**config.mk**
```make
export PLATFORM = sky130hd
export DESIGN_NAME = seven_segment_number_frame_core
export DESIGN_NICKNAME = d
export VERILOG_FILES = /design/src/rtl/ssnf_pkg.sv /design/src/rtl/ssnf_ctrl.sv /design/src/rtl/ssnf_datapath.sv /design/src/rtl/seven_segment_number_frame_core.sv
export SDC_FILE = /design/constraint.sdc
export NUM_CORES = 1
export LEC_CHECK = 0
export BUFFER_PORTS_ARGS = -buffer_cell sky130_fd_sc_hd__buf_4
export CAP_MARGIN = 20
export CORE_MARGIN = 5
export CORE_UTILIZATION = 57
export CTS_BUF_LIST = sky130_fd_sc_hd__clkbuf_8
export CTS_CLUSTER_SIZE = 25
export DETAILED_ROUTE_END_ITERATION = 10
export GPL_TIMING_DRIVEN = 1
export PLACE_DENSITY = 0.79
export SLEW_MARGIN = 20
export SYNTH_ARGS = -nofsm -noshare
export SYNTH_HDL_FRONTEND = slang
export SYNTH_HIERARCHICAL = 1
export SYNTH_SLANG_ARGS = --single-unit
```
**constraint.sdc**
```tcl
create_clock -name clk -period 7.4 [get_ports clk]
set_input_delay 2.22 -clock clk [delete_from_list [all_inputs] [get_ports clk]]
set_output_delay 2.22 -clock clk [all_outputs]
set_load 0.05 [all_outputs]
```
**src/rtl/ssnf_pkg.sv**
```systemverilog
// Package for the seven-segment number frame core.
// Holds shared constants, the segment table, and controller/datapath types.
// No dependencies.
`default_nettype none

package ssnf_pkg;

    // Number of digit positions on the display.
    localparam int DIGIT_POSITIONS = 4;
    localparam int CNT_W = $clog2(DIGIT_POSITIONS + 1);
    localparam int IDX_W = (DIGIT_POSITIONS > 1) ? $clog2(DIGIT_POSITIONS) : 1;

    // Display command bytes and special segment patterns.
    localparam logic [7:0] CMD_DATA_MODE = 8'h40;
    localparam logic [7:0] CMD_ADDRESS   = 8'hC0;
    localparam logic [7:0] CMD_CONTROL   = 8'h80;
    localparam logic [7:0] SEG_MINUS     = 8'b0100_0000;
    localparam logic [7:0] SEG_DOT       = 8'h80;
    localparam logic [7:0] SEG_BLANK     = 8'h00;

    // Reciprocal of ten for 16-bit operands: x / 10 == (x * 52429) >> 19.
    localparam logic [16:0] RECIP_TEN = 17'd52429;

    // Configuration register indexes.
    localparam logic [7:0] CFG_BRIGHTNESS = 8'd0;
    localparam logic [7:0] CFG_DISPLAY_ON = 8'd1;

    // Segment patterns for hex digits, bit order DP G F E D C B A.
    localparam logic [7:0] SEG_TABLE [16] = '{
        8'h3F, 8'h06, 8'h5B, 8'h4F, 8'h66, 8'h6D, 8'h7D, 8'h07,
        8'h7F, 8'h6F, 8'h77, 8'h7C, 8'h39, 8'h5E, 8'h79, 8'h71
    };

    typedef enum logic [2:0] {
        ST_IDLE,
        ST_CONV,
        ST_CMD,
        ST_ADDR,
        ST_DIGIT,
        ST_CTRL
    } ctrl_state_t;

    typedef enum logic [1:0] {
        KIND_DATA_MODE,
        KIND_ADDRESS,
        KIND_DIGIT,
        KIND_CONTROL
    } byte_kind_t;

    typedef struct packed {
        logic       load;
        logic       conv_step;
        logic       emit;
        byte_kind_t kind;
    } dp_cmd_t;

    typedef struct packed {
        logic count_zero;
        logic conv_last;
        logic dig_last;
        logic out_free;
    } dp_status_t;

    typedef struct packed {
        logic [2:0] brightness;
        logic       display_on;
    } cfg_t;

endpackage

`default_nettype wire

```
**src/rtl/ssnf_ctrl.sv**
```systemverilog
// Controller state machine for the seven-segment number frame core.
// Sequences load, digit conversion and byte emission. Depends on ssnf_pkg.
`default_nettype none

module ssnf_ctrl (
    input  wire                 clk,
    input  wire                 rst_n,
    input  wire                 in_valid,
    output logic                in_ready,
    input  ssnf_pkg::dp_status_t status,
    output ssnf_pkg::dp_cmd_t   cmd
);
    import ssnf_pkg::*;

    ctrl_state_t state_reg;
    ctrl_state_t state_next;

    always_ff @(posedge clk or negedge rst_n)
    begin
        if (!rst_n)
        begin
            state_reg <= ST_IDLE;
        end
        else
        begin
            state_reg <= state_next;
        end
    end

    always_comb
    begin
        state_next = state_reg;
        case (state_reg)
            ST_IDLE:
            begin
                if (in_valid)
                begin
                    state_next = ST_CONV;
                end
            end
            ST_CONV:
            begin
                if (status.count_zero || status.conv_last)
                begin
                    state_next = ST_CMD;
                end
            end
            ST_CMD:
            begin
                if (status.out_free)
                begin
                    state_next = ST_ADDR;
                end
            end
            ST_ADDR:
            begin
                if (status.out_free)
                begin
                    state_next = status.count_zero ? ST_CTRL : ST_DIGIT;
                end
            end
            ST_DIGIT:
            begin
                if (status.out_free && status.dig_last)
                begin
                    state_next = ST_CTRL;
                end
            end
            ST_CTRL:
            begin
                if (status.out_free)
                begin
                    state_next = ST_IDLE;
                end
            end
            default:
            begin
                state_next = ST_IDLE;
            end
        endcase
    end

    always_comb
    begin
        in_ready      = 1'b0;
        cmd.load      = 1'b0;
        cmd.conv_step = 1'b0;
        cmd.emit      = 1'b0;
        cmd.kind      = KIND_DATA_MODE;
        case (state_reg)
            ST_IDLE:
            begin
                in_ready = 1'b1;
                cmd.load = in_valid;
            end
            ST_CONV:
            begin
                cmd.conv_step = !status.count_zero;
            end
            ST_CMD:
            begin
                cmd.emit = status.out_free;
                cmd.kind = KIND_DATA_MODE;
            end
            ST_ADDR:
            begin
                cmd.emit = status.out_free;
                cmd.kind = KIND_ADDRESS;
            end
            ST_DIGIT:
            begin
                cmd.emit = status.out_free;
                cmd.kind = KIND_DIGIT;
            end
            ST_CTRL:
            begin
                cmd.emit = status.out_free;
                cmd.kind = KIND_CONTROL;
            end
            default:
            begin
                in_ready = 1'b0;
            end
        endcase
    end

endmodule

`default_nettype wire

```
**src/rtl/ssnf_datapath.sv**
```systemverilog
// Datapath for the seven-segment number frame core: digit conversion,
// segment encoding, digit store and output register. Depends on ssnf_pkg.
`default_nettype none

module ssnf_datapath (
    input  wire                  clk,
    input  wire                  rst_n,
    input  wire  [31:0]          in_data,
    input  ssnf_pkg::cfg_t       cfg,
    input  ssnf_pkg::dp_cmd_t    cmd,
    output ssnf_pkg::dp_status_t status,
    input  wire                  out_ready,
    output logic                 out_valid,
    output logic [7:0]           out_byte,
    output logic                 out_start,
    output logic                 out_stop,
    output logic                 out_last
);
    import ssnf_pkg::*;

    // Unpacked input fields.
    logic [15:0] in_magnitude;
    logic        in_negative;
    logic        in_hex;
    logic [7:0]  in_dots;
    logic        in_lz;
    logic [2:0]  in_count;
    logic [1:0]  in_pos;
    logic [CNT_W-1:0] cnt_in;

    assign in_magnitude = in_data[15:0];
    assign in_negative  = in_data[16];
    assign in_hex       = in_data[17];
    assign in_dots      = in_data[25:18];
    assign in_lz        = in_data[26];
    assign in_count     = in_data[29:27];
    assign in_pos       = in_data[31:30];

    assign cnt_in = (int'(in_count) > DIGIT_POSITIONS) ? CNT_W'(DIGIT_POSITIONS)
                                                      : CNT_W'(in_count);

    // Item registers.
    logic [15:0]                num_reg;
    logic                       hex_reg;
    logic                       neg_reg;
    logic                       lz_reg;
    logic                       zs_reg;
    logic [DIGIT_POSITIONS-1:0] dot_reg;
    logic [CNT_W-1:0]           cnt_reg;
    logic [1:0]                 pos_reg;
    logic [IDX_W-1:0]           idx_reg;
    logic [IDX_W-1:0]           ptr_reg;
    logic [7:0]                 dig_reg [DIGIT_POSITIONS];

    // Output register.
    logic       valid_reg;
    logic       valid_next;
    logic [7:0] byte_reg;
    logic       start_reg;
    logic       stop_reg;
    logic       last_reg;

    // One conversion step: split off the rightmost digit.
    logic [31:0] prod;
    logic [15:0] q_ten;
    logic [15:0] rem_ten;
    logic [3:0]  digit;
    logic [15:0] quot;
    logic        num_zero;
    logic        at_right;
    logic        minus_used;
    logic [7:0]  step_byte;

    always_comb
    begin
        prod     = 32'(num_reg) * 32'(RECIP_TEN);
        q_ten    = {3'b000, prod[31:19]};
        rem_ten  = num_reg - ((q_ten << 3) + (q_ten << 1));
        digit    = hex_reg ? num_reg[3:0] : rem_ten[3:0];
        quot     = hex_reg ? {4'b0000, num_reg[15:4]} : q_ten;
        num_zero = (num_reg == 16'd0);
        at_right = ((CNT_W'(idx_reg) + CNT_W'(1)) == cnt_reg);
        minus_used = !zs_reg && num_zero && neg_reg;
        if (zs_reg)
        begin
            step_byte = at_right ? SEG_TABLE[0] : SEG_BLANK;
        end
        else if (minus_used)
        begin
            step_byte = SEG_MINUS;
        end
        else if (num_zero && !lz_reg)
        begin
            step_byte = SEG_BLANK;
        end
        else
        begin
            step_byte = SEG_TABLE[digit];
        end
    end

    always_ff @(posedge clk)
    begin
        if (cmd.load)
        begin
            num_reg <= in_magnitude;
            hex_reg <= in_hex;
            neg_reg <= in_negative && !in_hex;
            lz_reg  <= in_lz;
            zs_reg  <= (in_magnitude == 16'd0) && !in_lz;
            cnt_reg <= cnt_in;
            pos_reg <= in_pos;
            idx_reg <= IDX_W'(cnt_in - CNT_W'(1));
            ptr_reg <= '0;
            // Dot of the first written digit sits in the top mask bit.
            for (int i = 0; i < DIGIT_POSITIONS; i++)
            begin
                dot_reg[i] <= in_dots[7 - i] && !((in_magnitude == 16'd0) && !in_lz);
            end
        end
        else
        begin
            if (cmd.conv_step)
            begin
                dig_reg[idx_reg] <= step_byte;
                num_reg          <= quot;
                idx_reg          <= idx_reg - IDX_W'(1);
                if (minus_used)
                begin
                    neg_reg <= 1'b0;
                end
            end
            if (cmd.emit && (cmd.kind == KIND_DIGIT))
            begin
                ptr_reg <= ptr_reg + IDX_W'(1);
            end
        end
    end

    logic dig_last;
    assign dig_last = ((CNT_W'(ptr_reg) + CNT_W'(1)) == cnt_reg);

    assign status.count_zero = (cnt_reg == '0);
    assign status.conv_last  = (idx_reg == '0);
    assign status.dig_last   = dig_last;
    assign status.out_free   = !valid_reg || out_ready;

    // Byte selection for the frame.
    logic [7:0] sel_byte;
    logic       sel_start;
    logic       sel_stop;
    logic       sel_last;

    always_comb
    begin
        sel_byte  = CMD_DATA_MODE;
        sel_start = 1'b1;
        sel_stop  = 1'b1;
        sel_last  = 1'b0;
        case (cmd.kind)
            KIND_DATA_MODE:
            begin
                sel_byte = CMD_DATA_MODE;
            end
            KIND_ADDRESS:
            begin
                sel_byte = CMD_ADDRESS | {6'b000000, pos_reg};
                sel_stop = (cnt_reg == '0);
            end
            KIND_DIGIT:
            begin
                sel_byte  = dig_reg[ptr_reg] | (dot_reg[ptr_reg] ? SEG_DOT : SEG_BLANK);
                sel_start = 1'b0;
                sel_stop  = dig_last;
            end
            KIND_CONTROL:
            begin
                sel_byte = CMD_CONTROL | {4'b0000, cfg.display_on, cfg.brightness};
                sel_last = 1'b1;
            end
            default:
            begin
                sel_byte = CMD_DATA_MODE;
            end
        endcase
    end

    always_comb
    begin
        valid_next = valid_reg;
        if (cmd.emit)
        begin
            valid_next = 1'b1;
        end
        else if (out_ready)
        begin
            valid_next = 1'b0;
        end
    end

    always_ff @(posedge clk or negedge rst_n)
    begin
        if (!rst_n)
        begin
            valid_reg <= 1'b0;
        end
        else
        begin
            valid_reg <= valid_next;
        end
    end

    always_ff @(posedge clk)
    begin
        if (cmd.emit)
        begin
            byte_reg  <= sel_byte;
            start_reg <= sel_start;
            stop_reg  <= sel_stop;
            last_reg  <= sel_last;
        end
    end

    assign out_valid = valid_reg;
    assign out_byte  = byte_reg;
    assign out_start = start_reg;
    assign out_stop  = stop_reg;
    assign out_last  = last_reg;

endmodule

`default_nettype wire

```
**src/rtl/seven_segment_number_frame_core.sv**
```systemverilog
// After the transfer that delivers the number, the controller converts the digits in ST_CONV,
// one digit per cycle, and then presents the first frame byte from the output register.
// One number at a time, paced by the shared divide-by-base step and the single byte
// output register; a new number is taken only once the control byte is emitted.
// Reset is asynchronous, active low: control idles, brightness returns to 7, display on.
`default_nettype none

// Top level of the seven-segment number frame core. It holds the two
// configuration registers and joins the controller to the datapath.
// Every other part of the block lives in ssnf_ctrl and ssnf_datapath.
module seven_segment_number_frame_core (
    input  wire         clk,
    input  wire         rst_n,
    // Number input stream.
    input  wire         s_tvalid,
    output logic        s_tready,
    // From bit 0: magnitude[15:0], negative, hex_mode, dot_mask[7:0],
    // show_zeros, digit_count[2:0], start_position[1:0].
    input  wire  [31:0] s_tdata,
    // Frame byte output stream.
    output logic        m_tvalid,
    input  wire         m_tready,
    // From bit 0: frame_byte[7:0].
    output logic [7:0]  m_tdata,
    // From bit 0: start_before, stop_after.
    output logic [1:0]  m_tuser,
    output logic        m_tlast,
    // Configuration write channel.
    input  wire         cfg_valid,
    output logic        cfg_ready,
    input  wire  [7:0]  cfg_index,
    input  wire  [7:0]  cfg_data
);
    import ssnf_pkg::*;

    // Configuration registers. Writes are always taken; an index that
    // names no register is accepted and ignored.
    logic [2:0] brightness_reg;
    logic       display_on_reg;
    cfg_t       cfg;

    assign cfg_ready = 1'b1;

    always_ff @(posedge clk or negedge rst_n)
    begin
        if (!rst_n)
        begin
            brightness_reg <= 3'd7;
            display_on_reg <= 1'b1;
        end
        else if (cfg_valid && cfg_ready)
        begin
            if (cfg_index == CFG_BRIGHTNESS)
            begin
                brightness_reg <= cfg_data[2:0];
            end
            else if (cfg_index == CFG_DISPLAY_ON)
            begin
                display_on_reg <= cfg_data[0];
            end
        end
    end

    assign cfg.brightness = brightness_reg;
    assign cfg.display_on = display_on_reg;

    // The controller walks through conversion and then the frame bytes;
    // the datapath does the arithmetic and holds the output register.
    dp_cmd_t    cmd;
    dp_status_t status;
    logic       out_start;
    logic       out_stop;

    ssnf_ctrl u_ctrl (
        .clk      (clk),
        .rst_n    (rst_n),
        .in_valid (s_tvalid),
        .in_ready (s_tready),
        .status   (status),
        .cmd      (cmd)
    );

    ssnf_datapath u_datapath (
        .clk       (clk),
        .rst_n     (rst_n),
        .in_data   (s_tdata),
        .cfg       (cfg),
        .cmd       (cmd),
        .status    (status),
        .out_ready (m_tready),
        .out_valid (m_tvalid),
        .out_byte  (m_tdata),
        .out_start (out_start),
        .out_stop  (out_stop),
        .out_last  (m_tlast)
    );

    assign m_tuser = {out_stop, out_start};

`ifndef SYNTHESIS
    // Only one number is in work at a time.
    a_one_item: assert property (@(posedge clk) disable iff (!rst_n)
        (s_tvalid && s_tready) |=> !s_tready)
        else $error("input accepted while a frame is in work");

    // The closing control byte always carries both start and stop.
    a_last_flags: assert property (@(posedge clk) disable iff (!rst_n)
        (m_tvalid && m_tlast) |-> (m_tuser == 2'b11))
        else $error("control byte without start and stop flags");

    // A byte the sink has not taken stays on the bus unchanged.
    a_hold_byte: assert property (@(posedge clk) disable iff (!rst_n)
        (m_tvalid && !m_tready) |=> (m_tvalid && $stable(m_tdata) && $stable(m_tuser)
                                     && $stable(m_tlast)))
        else $error("waiting frame byte changed before its transfer");

    // A new number is taken only once the frame's control byte is out.
    a_idle_after_ctrl: assert property (@(posedge clk) disable iff (!rst_n)
        (s_tvalid && s_tready && m_tvalid) |-> m_tlast)
        else $error("input accepted while frame bytes remain");
`endif

endmodule

`default_nettype wire
```
==> impl_metrics.py, run 1 <==
metrics = {
    "outcome": {
        "status": "finished, final reports clean",
    },
    "layout": {
        "insertedDiodeCount": 0,
        "fillCellCount": 1129,
        "largest_reg_flops": 28,
        "layout-drive-gt1-share_pct": 19.5,
        "layout.nets": 1185,
        "final_core_util_pct": 66.0,
        "ff_latch_area_mm2": 0.00239,
        "area_growth_pct": 13.8,
        "multi_input_area_mm2": 0.00575,
    },
    "setup_path": {
        "rr_worst_depth": 29,
        "worstPathMaxFanout": 6,
        "cp_data_required_time_ns": 7.55,
        "cp_num_cells": 29,
        "path_class": "reg -> reg",
        "cp_top_family": "adder cells",
        "end_kind": "flop",
        "slowest_stage": "fa_1",
        "worst_ep_arrival_time_ns": 7.29,
        "slowest_delay_ns": 0.56,
        "crit_buf_inv": 6,
        "cp-start-kind": "flop",
    },
    "die": {
        "start_util_pct": 58.0,
        "ios": 67,
        "fp-row-count": 45,
        "die_w_um": 134,
        "dieArea_mm2": 0.0180,
        "die_y_um": 134,
        "core_mm2": 0.0151,
    },
    "synth": {
        "seq_area_frac_synth_pct": 27.2,
        "synth_cell_types": 68,
        "ys_warn_count": 6,
        "synth_common_cells": "inv_1 (184), ha_1 (155), fa_1 (80)",
        "synthCells": 804,
        "synth_most_common_cell": "inv_1",
        "ys_seq_elements": 82,
        "synth_edf_count": 70,
        "synth_ff_type": "edfxtp_1",
        "syn_area_mm2": 0.00879,
        "synthArstFlopShare_pct": 9.76,
        "synth_fp_nets": 1092,
        "netlist.area_leader.share_pct": 23.9,
        "synth_area_leaders": "edfxtp_1 (24%), ha_1 (22%), fa_1 (18%), inv_1 (7.9%), mux4_2 (2.0%)",
        "yosysTopAreaCell": "edfxtp_1",
        "syn_avg_cell_area_um2": 10.9,
    },
    "clock_network": {
        "numCtsBuffers": 9,
        "clock_latency_ns": 0.36,
        "ctsHoldBuffers": 0,
        "clk_pin_slew_ns": 0.08,
        "cts_root_buffer": "clkbuf_8",
        "cts.sinks": 82,
        "cts_buffer_depth": 2,
        "cts_tree": "built",
        "htreeDepth": 3,
    },
    "global_routing": {
        "overflow": 0,
        "grt_use_met1_pct": 29.3,
        "antenna_found_initial": 0,
        "grt_pass1_vias": 6142,
        "grt_max_degree": 45,
        "track_usage_pct": 22.0,
        "use_met3_pct": 3.98,
        "grt.busiest_layer": "met2",
        "grt_pass1_wl_mm": 30.9,
        "grt_use_met2_pct": 37.8,
    },
    "sta": {
        "max_freq_mhz": 140,
        "max-slew-margin-rel_pct": 38.6,
        "period_share_pct": 96.6,
        "drv_slew": 0,
        "skew_ns": 0.00569,
        "tightest_slew_ns": 0.922,
        "fin_ws_ns": 0.252,
        "setup_viol": 0,
        "final-hold-violation-count": 0,
        "post-route-min-period_ns": 7.15,
    },
    "placement": {
        "portBuffers": 56,
        "place_congestion": 0.914,
        "pre_cts_ws_ns": 0.0291,
        "place_hpwl_mm": 16.3,
    },
    "detailed_routing": {
        "wirelength_mm": 19.4,
        "drt_iter0_drc": 437,
        "vias_per_cell": 5.54,
        "drc": 0,
        "wl_per_cell_um": 17.8,
        "ant_nets": 0,
        "firstDrtPassIters": 5,
        "num_vias": 6034,
    },
    "min_path": {
        "hold_depth": 2,
        "hp-class": "reg -> reg",
    },
    "flow_run": {
        "cap_violations": 0,
    },
}
## layout make-up
type	instances	area share (%)
well taps	188	2.35
inverters	184	6.91
flip-flops and latches	82	23.9
repair buffers	99	7.60
multi-input cells	521	57.5
clock inverters	6	0.413
clock buffers	10	1.38
## final timing paths
check,to,startpoint,slack (ns)
setup / recovery,u_datapath/dig_reg[3][0],u_datapath/num_reg[12],0.25
hold / removal,u_datapath/ptr_reg[1],u_datapath/ptr_reg[1],0.52
setup reg to reg,u_datapath/dig_reg[3][0],u_datapath/num_reg[12],0.25
hold reg to reg,u_datapath/ptr_reg[1],u_datapath/ptr_reg[1],0.52
max in group asynchronous,brightness_reg[1],rst_n,5.51
min in group asynchronous,u_ctrl/state_reg[1],rst_n,1.67
## stage by stage
| step | hold slack [ns] | cells | TNS [ns] | instance area [µm²] |
|---|---|---|---|---|
| finish | 0.517 | 1090 | 0 | 10000 |
| global route | 0.533 | 1090 | -0.180 | 10000 |
| CTS | 0.512 | 1077 | 0 | 9780 |
| detailed placement | 0.500 | 1061 | 0 | 9590 |
| global placement | 0.493 | 1061 | 0 | 9590 |
| floorplan | 0.472 | 804 | 0 | 8790 |
## timing repair
action / 4_1_cts / 5_1_grt
gates resized for setup: 1 / 21
pin swaps: 0 / 12
buffers inserted: 0 / 12
cloned: 0 / 1
endpoints found under the setup margin: 4 / 28
## cell usage in the layout, fill, tap and decap left out, drive strengths merged, types with 8 or more instances in the layout
cell type	Yosys	routed
clkbuf	7	10
mux4	8	8
a21oi	25	25
ha	155	155
fa	80	80
edfxtp	70	70
mux2	10	10
inv	184	185
xor2	15	15
nand2	34	34
buf	11	99
o21ai	25	25
xnor2	20	21
nand3	10	10
nor2	25	25
a21o	9	9
and2	14	14
mux2i	9	9
nor2b	12	12
## routing by layer
| metal | part of all wire, % | wire (µm) |
|---|---|---|
| met3 | 5.2 | 1000 |
| met1 | 42 | 8190 |
| met5 | 0 | 0 |
| met2 | 50 | 9760 |
| met4 | 2.3 | 446 |
## worst min-delay path, stage by stage, from the launching register on
cell	delay, ns
dfxtp_1	0.34
nand2_1	0.06
a21oi_1	0.07
## cells by family (layout without fill, tap and decap cells)
group / after synthesis / in the layout / synth area share [%]
other: 1 / 1 / 0.0427
multiplexers: 27 / 27 / 4.48
AND/OR/NAND/NOR: 131 / 131 / 7.96
flip-flops: 82 / 82 / 27.2
XOR/XNOR: 35 / 36 / 3.91
adder cells (fa/ha/maj): 235 / 235 / 40.3
AO/OA/AOI/OAI: 91 / 91 / 7.16
buffers and inverters: 202 / 299 / 9.00
Power of run 1 is left out: the tool's default activity adds up to more than one toggle a clock period on the data nets, which glitch-free logic cannot reach.
==> run 2: changes to the inputs <==
- CELL_PAD_IN_SITES_DETAIL_PLACEMENT: default -> 1
- CELL_PAD_IN_SITES_GLOBAL_PLACEMENT: default -> 1
- CORE_UTILIZATION: 57 -> 46
- PLACE_DENSITY: 0.79 -> default
- PLACE_DENSITY_LB_ADDON: default -> 0.1
==> run 2 against run 1 <==
Effect of this change: hold slack better by 0.011 ns; critical path type unchanged; sequential cell count unchanged; critical path depth down 4.
==> impl_metrics.py, run 2 (synthesis gave the netlist of run 1 again) <==
metrics = {
    "outcome": {
        "status": "finished, final reports clean",
    },
    "setup_path": {
        "cp-start-kind": "flop",
        "worstPathMaxFanout": 6,
        "end_kind": "flop",
        "path_class": "reg -> reg",
        "cp_data_required_time_ns": 7.58,
        "worst_ep_arrival_time_ns": 7.27,
    },
    "layout": {
        "final_core_util_pct": 53.4,
        "layout-drive-gt1-share_pct": 18.4,
        "layout_common_cells": "inv_1 (185), ha_1 (153), buf_4 (99), fa_1 (80), edfxtp_1 (70)",
        "insertedDiodeCount": 0,
        "layout.nets": 1185,
        "largest_reg_flops": 28,
        "mostFrequentLayoutCell": "inv_1",
        "fillCellCount": 2055,
        "area_growth_pct": 14.0,
    },
    "global_routing": {
        "overflow": 0,
        "grt_pass1_wl_mm": 35.6,
        "grt_pass1_vias": 6648,
        "grt_max_degree": 45,
        "track_usage_pct": 20.7,
        "antenna_found_initial": 0,
    },
    "detailed_routing": {
        "ant_nets": 0,
        "firstDrtPassIters": 4,
        "vias_per_cell": 5.25,
        "num_vias": 5959,
        "drt_iter0_drc": 226,
        "drc": 0,
        "wirelength_mm": 22.0,
        "wl_per_cell_um": 19.3,
    },
    "placement": {
        "place_hpwl_mm": 19.0,
        "portBuffers": 56,
        "place_congestion": 0.862,
    },
    "sta": {
        "setup_viol": 0,
        "final-hold-violation-count": 0,
        "skew_ns": 0.0146,
        "period_share_pct": 95.9,
        "tightest_slew_ns": 0.939,
        "max-slew-margin-rel_pct": 37.4,
        "max_freq_mhz": 141,
        "drv_slew": 0,
        "post-route-min-period_ns": 7.10,
    },
    "clock_network": {
        "cts_tree": "built",
        "clk_pin_slew_ns": 0.09,
        "cts_buffer_depth": 2,
        "numCtsBuffers": 9,
        "clock_latency_ns": 0.35,
        "htreeDepth": 3,
        "cts_root_buffer": "clkbuf_8",
        "cts.sinks": 82,
    },
    "flow_run": {
        "cap_violations": 0,
    },
    "die": {
        "start_util_pct": 46.8,
        "dieArea_mm2": 0.0220,
        "ios": 67,
        "die_w_um": 148,
        "die_y_um": 148,
        "fp-row-count": 50,
        "core_mm2": 0.0188,
    },
    "min_path": {
        "hp-class": "reg -> reg",
    },
}
-- run 2: cell types whose count changed in the layout (fill, tap and decap cells not counted), sizes merged --
cell	before	now
clkinv	3	2
clkinvlp	2	1
bufinv	0	2
clkbuf	10	9
inv	185	186
-- run 2: path summary, 6_finish.rpt --
kind,start,end,slack [ns],cells after the start
worst min-delay path,u_datapath/ptr_reg[1],flop,0.53,2
max in group asynchronous,rst_n,brightness_reg[1],5.49,1
worst min register to register,u_datapath/ptr_reg[1],flop,0.53,2
worst max register to register,u_datapath/num_reg[4],u_datapath/dig_reg[3][3],0.30,25
min in group asynchronous,rst_n,u_ctrl/state_reg[1],1.68,1
worst max-delay path,u_datapath/num_reg[4],u_datapath/dig_reg[3][3],0.30,25
-- run 2: timing repair --
item / 4_1_cts / 5_1_grt
endpoints found under the hold margin: 0 / 0
gates resized for setup: 1 / 11
cloned: 0 / 1
buffers inserted: 2 / 2
endpoints found under the setup margin: 16 / 28
pin swaps: 0 / 5
hold buffers: 0 / 0
-- run 2: final cells by class --
type / instances / area [µm²] / share of cell area, %
inverters: 184 / 691 / 6.90
clock buffers: 9 / 124 / 1.24
flip-flops and latches: 82 / 2390 / 23.8
well taps: 234 / 293 / 2.92
multi-input cells: 521 / 5690 / 56.8
clock inverters: 7 / 87.6 / 0.874
repair buffers: 99 / 743 / 7.42
-- run 2: metrics by stage --
step,area (µm²),setup WS (ns),TNS [ns],hold slack (ns),instances
global route,10000,-0.000220,-0.000280,0.556,1136
CTS,9930,0.0301,0,0.533,1133
floorplan,8790,0.312,0,0.472,804
global placement,9700,0.156,0,0.503,1115
detailed placement,9700,-0.0291,-0.348,0.516,1115
finish,10000,0.303,0,0.528,1136
-- run 2: metal layers --
| metal | global-route usage [%] | up-vias | routed length [µm] |
|---|---|---|---|
| met3 | 2.53 | 6 | 688 |
| met1 | 29.3 | 3021 | 10300 |
| met4 | 3.37 | 0 | 164 |
| li1 | - | 2851 | - |
| met5 | 0 | - | 0 |
| met2 | 35.1 | 81 | 10800 |
-- run 2: critical path, stage by stage, from the launching register on --
cell	delay, ns
edfxtp_1	0.45
ha_1	0.37
inv_1	0.08
fa_1	0.53
inv_1	0.06
fa_1	0.52
fa_1	0.52
fa_1	0.54
inv_1	0.05
fa_1	0.52
inv_1	0.04
ha_1	0.33
and2_1	0.18
a221o_1	0.34
o21ai_1	0.16
nor2b_4	0.19
xnor2_2	0.15
ha_1	0.21
xor2_1	0.21
xnor2_1	0.12
a31o_1	0.23
a21o_4	0.28
xnor2_4	0.26
mux2i_1	0.25
mux2i_1	0.12
o21ai_2	0.20
Power of run 2 is left out for the same reason.
==> run 3: changes to the inputs <==
- ABC_AREA: default -> 1
- CORE_UTILIZATION: 46 -> 44
==> run 3 against run 2 <==
Effect of this change: critical path depth up 3; global-route usage up 0.066 points; via count up 20%; cell area up 3.2%; die area up 10%; critical path type unchanged; sequential cell count unchanged; hold slack worse by 0.058 ns; synthesized area up 6.0%.
==> impl_metrics.py, run 3 <==
metrics = {
    "sta": {
        "hold_slack_ns": 0.470,
        "final-hold-violation-count": 0,
        "fin_ws_ns": 0.449,
        "post-route-min-period_ns": 6.95,
        "period_share_pct": 93.9,
        "drv_slew": 0,
        "max-slew-margin-rel_pct": 48.7,
        "skew_ns": 0.0147,
        "tightest_slew_ns": 0.767,
        "max_freq_mhz": 144,
        "setup_viol": 0,
    },
    "global_routing": {
        "overflow": 0,
        "grt_pass1_vias": 7720,
        "grt_pass1_wl_mm": 39.1,
        "grt_max_degree": 47,
        "track_usage_pct": 20.8,
        "antenna_found_initial": 0,
    },
    "die": {
        "fp-row-count": 53,
        "core_mm2": 0.0210,
        "start_util_pct": 44.4,
        "dieArea_mm2": 0.0242,
        "die_y_um": 155,
        "die_w_um": 155,
        "ios": 67,
    },
    "placement": {
        "place_congestion": 0.916,
        "pre_cts_ws_ns": 0.322,
        "place_hpwl_mm": 21.5,
        "portBuffers": 56,
        "placedInstanceArea_mm2": 0.0101,
        "dpl.cell_count": 1406,
    },
    "synth": {
        "synth_most_common_cell": "inv_1",
        "synth_edf_count": 70,
        "ys_seq_elements": 82,
        "seq_area_frac_synth_pct": 25.6,
        "synthArstFlopShare_pct": 9.76,
        "ys_warn_count": 6,
        "netlist.area_leader.share_pct": 22.6,
        "synth_cell_types": 45,
        "syn_area_mm2": 0.00931,
        "synth_common_cells": "inv_1 (251), nand2_1 (174), ha_1 (155)",
        "synthCells": 1072,
        "synth_fp_nets": 1360,
        "synth_area_leaders": "edfxtp_1 (23%), ha_1 (21%), fa_1 (17%), inv_1 (10%), nand2_1 (7.0%)",
        "synth_ff_type": "edfxtp_1",
        "yosysTopAreaCell": "edfxtp_1",
        "syn_avg_cell_area_um2": 8.69,
    },
    "layout": {
        "area_growth_pct": 11.0,
        "insertedDiodeCount": 0,
        "layout.nets": 1431,
        "final_cells": 1423,
        "layout_common_cells": "inv_1 (251), nand2_1 (174), ha_1 (155), fa_1 (80), buf_4 (75)",
        "fillCellCount": 2547,
        "final_area_mm2": 0.0103,
        "layout-drive-gt1-share_pct": 10.7,
        "mostFrequentLayoutCell": "inv_1",
        "largest_reg_flops": 28,
    },
    "setup_path": {
        "worst_ep_arrival_time_ns": 7.09,
        "crit_path_frequent_cell": "inv_1",
        "cp-start-kind": "flop",
        "cp_data_required_time_ns": 7.54,
        "slowest_stage": "fa_1",
        "path_class": "reg -> reg",
        "worstPathMaxFanout": 6,
        "slowest_delay_ns": 0.56,
        "end_kind": "flop",
        "rr_worst_depth": 28,
    },
    "detailed_routing": {
        "firstDrtPassIters": 5,
        "drt_iter0_drc": 263,
        "ant_nets": 0,
        "vias_per_cell": 5.02,
        "wl_per_cell_um": 17.2,
        "drc": 0,
        "num_vias": 7142,
        "wirelength_mm": 24.5,
    },
    "clock_network": {
        "numCtsBuffers": 9,
        "cts_buffer_depth": 2,
        "cts.sinks": 82,
        "cts_root_buffer": "clkbuf_8",
        "cts_tree": "built",
        "clk_pin_slew_ns": 0.08,
        "ctsHoldBuffers": 0,
        "clock_latency_ns": 0.36,
        "htreeDepth": 3,
    },
    "outcome": {
        "status": "finished, final reports clean",
    },
    "min_path": {
        "hold_depth": 2,
        "hp-class": "reg -> reg",
    },
    "flow_run": {
        "cap_violations": 0,
    },
}
-- run 3: timing repair --
action / CTS / global route
buffers inserted: 0 / 1
gates resized for setup: 0 / 1
endpoints found under the hold margin: 0 / 0
setup endpoints to repair: 0 / 12
-- run 3: worst max-delay path: cells and delay by family, from the launching register on --
family | cells | cell delay (ns)
adders and majority gates | 8 | 3.71
and+or+nand+nor | 4 | 0.24
xor gates and xnor gates | 2 | 0.36
DFF | 1 | 0.44
buffers and inverters | 7 | 0.62
AOI/OAI and AO/OA | 7 | 1.38
-- run 3: logic make-up (layout without fill, tap and decap cells) --
family                     after synthesis  in the layout  share of synthesized area [%]
AOI/OAI and AO/OA                      132            132                           7.67
xor gates and xnor gates                20             20                           1.88
adders and majority gates              235            235                           38.0
buffers and inverters                  268            344                           11.0
DFF                                     82             82                           25.6
other                                    1              1                         0.0403
and+or+nand+nor                        334            334                           15.8
-- run 3: stage by stage --
step | util (%) | TNS (ns)
floorplan | - | 0
global placement | 48.4 | 0
detailed placement | 48.4 | 0
CTS | 49.3 | 0
global route | 49.3 | -0.0181
finish | 49.3 | 0
-- run 3: final timing paths --
kind                       slack, ns                  start                  endpoint
max                             0.45  u_datapath/num_reg[4]  u_datapath/dig_reg[1][4]
min                             0.47      brightness_reg[0]         brightness_reg[0]
max reg2reg                     0.45  u_datapath/num_reg[4]  u_datapath/dig_reg[1][4]
min reg2reg                     0.47      brightness_reg[0]         brightness_reg[0]
max in group asynchronous       5.51                  rst_n         brightness_reg[1]
min in group asynchronous       1.67                  rst_n       u_ctrl/state_reg[2]
-- run 3: area by class of cell --
type                    instances  area (µm²)  area share (%)
multi-input cells             722        5920            57.3
well taps                     275         344            3.33
repair buffers                 75         563            5.44
inverters                     253         950            9.18
clock inverters                 7        52.6           0.508
flip-flops and latches         82        2390            23.1
clock buffers                   9         124            1.20
-- run 3: metal layers --
layer	wire length, µm	global-route usage (%)	vias up	part of all wire (%)
met5	0	0	-	0
li1	-	-	3553	-
met4	1030	8.67	0	4.2
met3	698	2.03	50	2.9
met2	12300	37.3	102	50
met1	10500	25.5	3437	43
Power of run 3 is left out for the same reason.
